**src/sv/ssid_pkg.sv**
```systemverilog
// ssid_pkg: shared types and constants for the sorted set insert block
// entry record, cell control/status structs, status codes, register map
// no dependencies
package ssid_pkg;

    localparam int DIM_W         = 4;
    localparam int NUM_W         = 11;
    localparam int KEY_W         = DIM_W + NUM_W;
    localparam int TAG_W         = 16;
    localparam int STATUS_W      = 2;
    localparam int POS_W         = 6;
    localparam int FILL_W        = 7;
    localparam int CAP_W         = 7;
    localparam int DEPTH_DEFAULT = 64;
    localparam int ADDR_W        = 3;
    localparam int DATA_W        = 32;

    localparam logic [CAP_W-1:0] CAP_RESET = CAP_W'(64);

    // register index, taken from paddr above the byte offset
    localparam logic [ADDR_W-3:0] REG_CAPACITY = '0;

    // result status codes
    localparam logic [STATUS_W-1:0] STATUS_INSERTED  = 2'd0;
    localparam logic [STATUS_W-1:0] STATUS_DUPLICATE = 2'd1;
    localparam logic [STATUS_W-1:0] STATUS_FULL      = 2'd2;

    typedef struct packed {
        logic [DIM_W-1:0] dim;
        logic [NUM_W-1:0] num;
        logic [TAG_W-1:0] tag;
    } t_entry;

    typedef struct packed {
        logic load_new;  // take the offered entry
        logic shift;     // take the lower neighbour's entry
    } t_cell_ctl;

    typedef struct packed {
        logic lt;        // held key below the offered key
        logic eq;        // held key equal to the offered key
    } t_cell_stat;

endpackage

```
**src/sv/sorted_set_insert_dedup_core.sv**
```systemverilog
// sorted_set_insert_dedup_core: sorted key table with duplicate check, built as a row of cells
// depends on ssid_pkg and ssid_cell
//
//  channel  | direction | handshake          | payload
//  ---------+-----------+--------------------+-------------------------------
//  input    | in        | i_valid / o_stall  | i_key_dim, i_key_num, i_tag
//  result   | out       | o_valid / i_stall  | o_status, o_position, o_fill
//  config   | in        | psel/penable/pready| paddr, pwdata, prdata
//
// each transaction first captures the key; then every cell compares its key at once and
// the row shifts up by one slot
// the next transaction can be taken once the result is written, if that result is not stalled
// reset clears the fill count and sets capacity to 64; slot contents are left as
// they are and are only read below the fill count, so there is no clearing pass
// a stalled result holds in the output register; the input is stalled while
// the compare cycle runs or while a result waits to be taken
module sorted_set_insert_dedup_core
    import ssid_pkg::*;
#(
    parameter int DEPTH = DEPTH_DEFAULT
) (
    input  logic                i_clk,
    input  logic                i_rst_n,

    input  logic                i_valid,
    output logic                o_stall,
    input  logic [DIM_W-1:0]    i_key_dim,
    input  logic [NUM_W-1:0]    i_key_num,
    input  logic [TAG_W-1:0]    i_tag,

    output logic                o_valid,
    input  logic                i_stall,
    output logic [STATUS_W-1:0] o_status,
    output logic [POS_W-1:0]    o_position,
    output logic [FILL_W-1:0]   o_fill,

    input  logic                psel,
    input  logic                penable,
    input  logic                pwrite,
    input  logic [ADDR_W-1:0]   paddr,
    input  logic [DATA_W-1:0]   pwdata,
    output logic [DATA_W-1:0]   prdata,
    output logic                pready
);

    localparam int CW = $clog2(DEPTH + 1);           // fill count width
    localparam int IW = $clog2(DEPTH);               // slot index width
    localparam int LW = (CW > CAP_W) ? CW : CAP_W;   // limit compare width

    typedef enum logic {
        S_IDLE,
        S_CMP
    } t_state;

    t_state                r_state;
    logic [CW-1:0]         r_count;
    logic [CAP_W-1:0]      r_capacity;
    t_entry                r_new;
    logic                  r_full;
    logic                  r_out_valid;
    logic [STATUS_W-1:0]   r_status;
    logic [POS_W-1:0]      r_position;
    logic [FILL_W-1:0]     r_fill;

    t_entry                w_entry [DEPTH];
    t_cell_stat            w_stat  [DEPTH];
    t_cell_ctl             w_ctl   [DEPTH];
    logic [DEPTH-1:0]      w_edge;
    logic                  w_any_eq;
    logic                  w_do_insert;
    logic [IW-1:0]         w_pos;
    logic                  w_full_now;
    logic                  w_accept;
    logic                  w_cfg_write;
    logic [CW-1:0]         n_count;

    // ---------------------------------------------------------------------
    // configuration port
    // ---------------------------------------------------------------------
    assign pready      = 1'b1;
    assign w_cfg_write = psel && penable && pwrite && pready;
    assign prdata      = (paddr[ADDR_W-1:2] == REG_CAPACITY)
                         ? DATA_W'(r_capacity) : '0;

    // ---------------------------------------------------------------------
    // handshakes
    // ---------------------------------------------------------------------
    // output register is free in the compare cycle: a new transaction is only
    // taken when the previous result is gone or leaves at the same edge
    assign o_stall  = (r_state != S_IDLE) || (r_out_valid && i_stall);
    assign w_accept = i_valid && !o_stall;

    // full when the fill reaches capacity, or the row itself is full
    assign w_full_now = (LW'(r_count) >= LW'(r_capacity)) || (r_count >= CW'(DEPTH));

    // ---------------------------------------------------------------------
    // row of cells
    // ---------------------------------------------------------------------
    // the held keys are sorted, so the lt flags form a prefix; the first cell
    // that is not below the key marks the insert point (or the duplicate)
    for (genvar g = 0; g < DEPTH; g++) begin : g_cell
        logic w_prev_lt;
        if (g == 0) begin : g_first
            assign w_prev_lt = 1'b1;
        end else begin : g_rest
            assign w_prev_lt = w_stat[g-1].lt;
        end

        assign w_edge[g]          = !w_stat[g].lt && w_prev_lt;
        assign w_ctl[g].load_new  = w_do_insert && w_edge[g];
        assign w_ctl[g].shift     = w_do_insert && !w_stat[g].lt && !w_prev_lt;

        ssid_cell u_cell (
            .i_clk      (i_clk),
            .i_new      (r_new),
            .i_prev     ((g == 0) ? r_new : w_entry[(g == 0) ? 0 : g-1]),
            .i_occupied (r_count > CW'(g)),
            .i_ctl      (w_ctl[g]),
            .o_entry    (w_entry[g]),
            .o_stat     (w_stat[g])
        );
    end

    always_comb begin
        w_any_eq = 1'b0;
        w_pos    = '0;
        for (int i = 0; i < DEPTH; i++) begin
            w_any_eq = w_any_eq | w_stat[i].eq;
            w_pos    = w_pos | (w_edge[i] ? IW'(i) : '0);
        end
    end

    assign w_do_insert = (r_state == S_CMP) && !r_full && !w_any_eq;
    assign n_count     = w_do_insert ? r_count + CW'(1) : r_count;

    // ---------------------------------------------------------------------
    // sequencer and result register
    // ---------------------------------------------------------------------
    always_ff @(posedge i_clk) begin
        if (!i_rst_n) begin
            r_state     <= S_IDLE;
            r_count     <= '0;
            r_capacity  <= CAP_RESET;
            r_out_valid <= 1'b0;
        end else begin
            if (w_cfg_write && (paddr[ADDR_W-1:2] == REG_CAPACITY)) begin
                r_capacity <= pwdata[CAP_W-1:0];
            end

            if (r_out_valid && !i_stall) begin
                r_out_valid <= 1'b0;
            end

            unique case (r_state)
                S_IDLE: begin
                    if (w_accept) begin
                        r_new.dim <= i_key_dim;
                        r_new.num <= i_key_num;
                        r_new.tag <= i_tag;
                        r_full    <= w_full_now;
                        r_state   <= S_CMP;
                    end
                end
                S_CMP: begin
                    r_count     <= n_count;
                    r_out_valid <= 1'b1;
                    r_fill      <= FILL_W'(n_count);
                    if (r_full) begin
                        r_status   <= STATUS_FULL;
                        r_position <= '0;
                    end else begin
                        r_status   <= w_any_eq ? STATUS_DUPLICATE : STATUS_INSERTED;
                        r_position <= POS_W'(w_pos);
                    end
                    r_state <= S_IDLE;
                end
                default: r_state <= S_IDLE;
            endcase
        end
    end

    assign o_valid    = r_out_valid;
    assign o_status   = r_status;
    assign o_position = r_position;
    assign o_fill     = r_fill;

endmodule

```
**src/sv/ssid_cell.sv**
```systemverilog
// ssid_cell: one table slot, holds an entry and compares it with the offered key
// depends on ssid_pkg
module ssid_cell
    import ssid_pkg::*;
(
    input  logic       i_clk,
    input  t_entry     i_new,
    input  t_entry     i_prev,
    input  logic       i_occupied,
    input  t_cell_ctl  i_ctl,
    output t_entry     o_entry,
    output t_cell_stat o_stat
);

    t_entry           r_entry;
    logic [KEY_W-1:0] w_held_key;
    logic [KEY_W-1:0] w_new_key;

    assign w_held_key = {r_entry.dim, r_entry.num};
    assign w_new_key  = {i_new.dim, i_new.num};

    // empty slots never match and never sit below the new key
    assign o_stat.lt = i_occupied && (w_held_key < w_new_key);
    assign o_stat.eq = i_occupied && (w_held_key == w_new_key);
    assign o_entry   = r_entry;

    always_ff @(posedge i_clk) begin
        if (i_ctl.load_new) begin
            r_entry <= i_new;
        end else if (i_ctl.shift) begin
            r_entry <= i_prev;
        end
    end

endmodule

```
**config.mk**
```make
export PLATFORM = sky130hd
export DESIGN_NAME = sorted_set_insert_dedup_core
export DESIGN_NICKNAME = d
export VERILOG_FILES = /design/src/sv/ssid_pkg.sv /design/src/sv/sorted_set_insert_dedup_core.sv /design/src/sv/ssid_cell.sv
export SDC_FILE = /design/constraint.sdc
export NUM_CORES = 2
export LEC_CHECK = 0
export ABC_AREA = 1
export BUFFER_PORTS_ARGS = -buffer_cell sky130_fd_sc_hd__buf_4
export CORE_MARGIN = 1
export CORE_UTILIZATION = 35
export CTS_CLUSTER_DIAMETER = 200
export DETAILED_ROUTE_END_ITERATION = 8
export PLACE_DENSITY = 0.59
export SLEW_MARGIN = 20
export SYNTH_ARGS = -nofsm -noshare
export SYNTH_HDL_FRONTEND = slang
export SYNTH_HIERARCHICAL = 1
export SYNTH_SLANG_ARGS = --single-unit
```
**constraint.sdc**
```tcl
create_clock -name i_clk -period 5.54 [get_ports i_clk]
set_input_delay 1.108 -clock i_clk [delete_from_list [all_inputs] [get_ports i_clk]]
set_output_delay 1.108 -clock i_clk [all_outputs]
set_load 0.05 [all_outputs]
```
==> summary.txt <==
Global route
  • First-pass GRT wire length: 304 mm
  • GR Util All Layers: 0.176
  • Gr ovfl total: 0
  • Vias in the first global route: 55100
  • Initial antenna violation count: 1
  • Pin count of the biggest net entering global routing: 66

STA
  • # setup viols final: 0
  • Setup Skew: 0.0734 ns
  • Worst-Margin Slew: 1.09 ns
  • Relative slew slack: 0.262
  • Setup ws final: 0.141 ns
  • Fin crit share: 0.975
  • FMAX: 185 MHz
  • RSZ-0062 raised after global routing: no
  • Setup TNS: 0 ns
  • Hold slack: 0.490 ns
  • Fin. Hold Viols: 0
  • Pins Over Slew Limit: 0
  • Minimum clock period after layout: 5.40 ns

Worst setup path
  • Worst r2r src: r_new[27]
  • Setup crit start kind: register
  • Crit-path slowest cell: edfxtp_1
  • R2R cell count: 18
  • Worst Path Required: 5.94 ns
  • CP Class: register to register
  • Worst path arrival time: 5.80 ns
  • Worst R2R End: g_cell[52].u_cell/o_entry[26]
  • CP dominant cell by count: nand2_1
  • Critical path depth in cells: 18
  • Worst setup EP type: register
  • Setup crit start: r_new[27]
  • Max FO, Critical Path: 19
  • Critical Path Max Stage Delay: 0.93 ns
  • CP endpoint: g_cell[52].u_cell/o_entry[26]
  • Buffers & Inverters on Critical Path: 4
  • Worst reg2reg setup slack: 0.14 ns
  • CP top delay family: simple AND/OR/NAND/NOR gates
  • Crit-path cells: buf_12 -> inv_1 -> ha_1 -> nand2_1 -> nor2_2 -> nor2b_2 -> and2_1 -> nor2_1 -> nand2_1 -> nor2_1 -> nand2_1 -> nor2_4 -> nand3_2 -> inv_2 -> buf_4 -> nand2_1 -> nor2_1 -> or2_2

Drt
  • Vias: 56200
  • Routed vias/inst: 4.81
  • Pre-antenna DRT Iters: 6
  • DRT met1 WL: 89.0 mm
  • Met2 wire len: 91.5 mm
  • Post-route ant nets: 0
  • Initial DRC Count: 3911
  • Wire per inst: 16.6 µm
  • DR top layer: met5
  • Met3 WL post-DR: 7.79 mm
  • Total Wirelength: 194 mm
  • Remaining DRCs: 0

Layout
  • Final core utilization: 0.374
  • N_diodes: 0
  • Share of post-route cells with drive strength above 1: 0.107
  • Layout net count: 9795
  • Layout area overhead: 5.98%

Power
  • P_int: 0.0138 W
  • Worst VDD drop: 0.000260 V
  • Clk network pwr share: 0.413
  • NetSw: 0.00514 W
  • Reg power frac: 0.466
  • Leak Pwr: 38.9 nW
  • Logic pwr share: 0.121
  • Power Density: 236 nW/µm²
  • Sw Ratio: 0.271

Placed design
  • Post-DP HPWL: 143 mm
  • GPL Wtd Cong: 0.913
  • Buffers on Ports: 53
  • Setup WS pre-CTS: 0.258 ns

Worst hold path
  • Worst min path class: primary input to register
  • Hold Path Origin: i_key_dim[1]

Die
  • Core ar.: 215000 µm²
  • Die Span X: 467 µm
  • Die height: 467 µm
  • Die area: 219000 µm²
  • Ports: 123
  • Row Count: 170
  • Starting Density: 0.353

CTS
  • CTS Buf Count: 120
  • H-tree Lvls: 3
  • Root buf cell: clkbuf_16
  • CTS Buffer Depth: 3
  • CTS tree: built
  • Reg clk slew, reported paths: 0.06 ns
  • Clock latency on the worst-skew pair: 0.80 ns
  • CTS sink count: 1007

Synthesis
  • Synthesized area: 75800 µm²
  • Syn Inst Count: 8905
  • Avg Cell Area, Syn: 8.51 µm²
  • Ys Warns: 6

Run status
  • Status: finished clean

Flow run
  • Max-Cap Viols: 0
-- layout make-up --
class,count,area [µm²]
Clock buffer,148,3130
Timing Repair Buffer,127,1270
Fill cell,21700,135000
Clock inverter,71,683
Inverter,1590,6290
Sequential cell,1007,30100
Tap cell,2838,3550
Multi-Input combinational cell,5906,35400
-- flip-flops by register name, summed over array words and instances, names as in the netlist --
name and flops:
r_capacity 7, r_count 7, o_status 2, r_full 1, o_position 6, o_valid 1
r_state 1, g_cell.u_cell/o_entry 960, r_new 15, o_fill 7
-- cell usage in the layout (no fill, tap or decap), drive strengths merged --
cell type  instances
nand4             22
nand2           2605
nor2b             64
a21boi             8
clkbuf           148
a221oi             1
clkinvlp           3
inv             1592
xnor2              1
buf              127
dfxtp             16
nor4               2
clkinv            57
o21ai            936
nand3            209
bufinv             9
o31ai              2
a211oi             2
nor3              81
o21bai             1
a211o              1
nand3b            65
o211ai             1
a22oi              8
edfxtp           991
xor2               3
conb              27
and3               2
a31oi              2
o41ai              1
ha               970
nor3b              1
and2              64
or2               71
o2111ai            2
a21oi            340
nor2             414
-- worst min-delay path by stage --
stage	endpoint	slack [ns]	depth (start not counted)
after CTS	r_new[21]	0.43	1
after global routing	r_new[21]	0.45	1
after detailed placement	g_cell[48].u_cell/o_entry[16]	0.53	2
after floorplan	r_capacity[0]	0.45	2
after global placement	o_valid	0.50	2
final	r_new[28]	0.49	1
-- power by group through the flow --
stage               Combinational, W  Clock [W]  Sequential, W
finish                       0.00229    0.00784        0.00884
global route                 0.00262    0.00831        0.00886
CTS                          0.00230    0.00803        0.00884
detailed placement           0.00228          0        0.00899
global placement             0.00222          0        0.00899
floorplan                    0.00159          0        0.00898
-- metal layers --
layer  global-route usage  vias to the layer above
met1                0.232                    26500
met4               0.0521                        2
met2                0.299                      981
met3               0.0205                      275
li1                     -                    28400
met5                    0                        -
-- timing repair --
item                                    4_1_cts  5_1_grt
hold buffers                                  0        0
buffers inserted                              0        3
endpoints found under the setup margin        0       86
gates resized for setup                       0        1
-- through the flow --
step | std cells | instance area (µm²) | power [W]
after floorplan | 8930 | 75900 | 0.0106
after global placement | 11500 | 76500 | 0.0112
after detailed placement | 11500 | 76500 | 0.0113
after CTS | 11700 | 80300 | 0.0192
after global routing | 11700 | 80400 | 0.0198
final | 11700 | 80400 | 0.0190
-- worst reg2reg max path, cell delays in order, from the launching register on --
cell and delay (ns):
edfxtp_1 0.93, buf_12 0.28, inv_1 0.12, ha_1 0.30
nand2_1 0.08, nor2_2 0.04, nor2b_2 0.15, and2_1 0.18
nor2_1 0.34, nand2_1 0.19, nor2_1 0.30, nand2_1 0.24
nor2_4 0.27, nand3_2 0.20, inv_2 0.10, buf_4 0.34
nand2_1 0.16, nor2_1 0.33, or2_2 0.46
(Power assumes the default switching activity.)
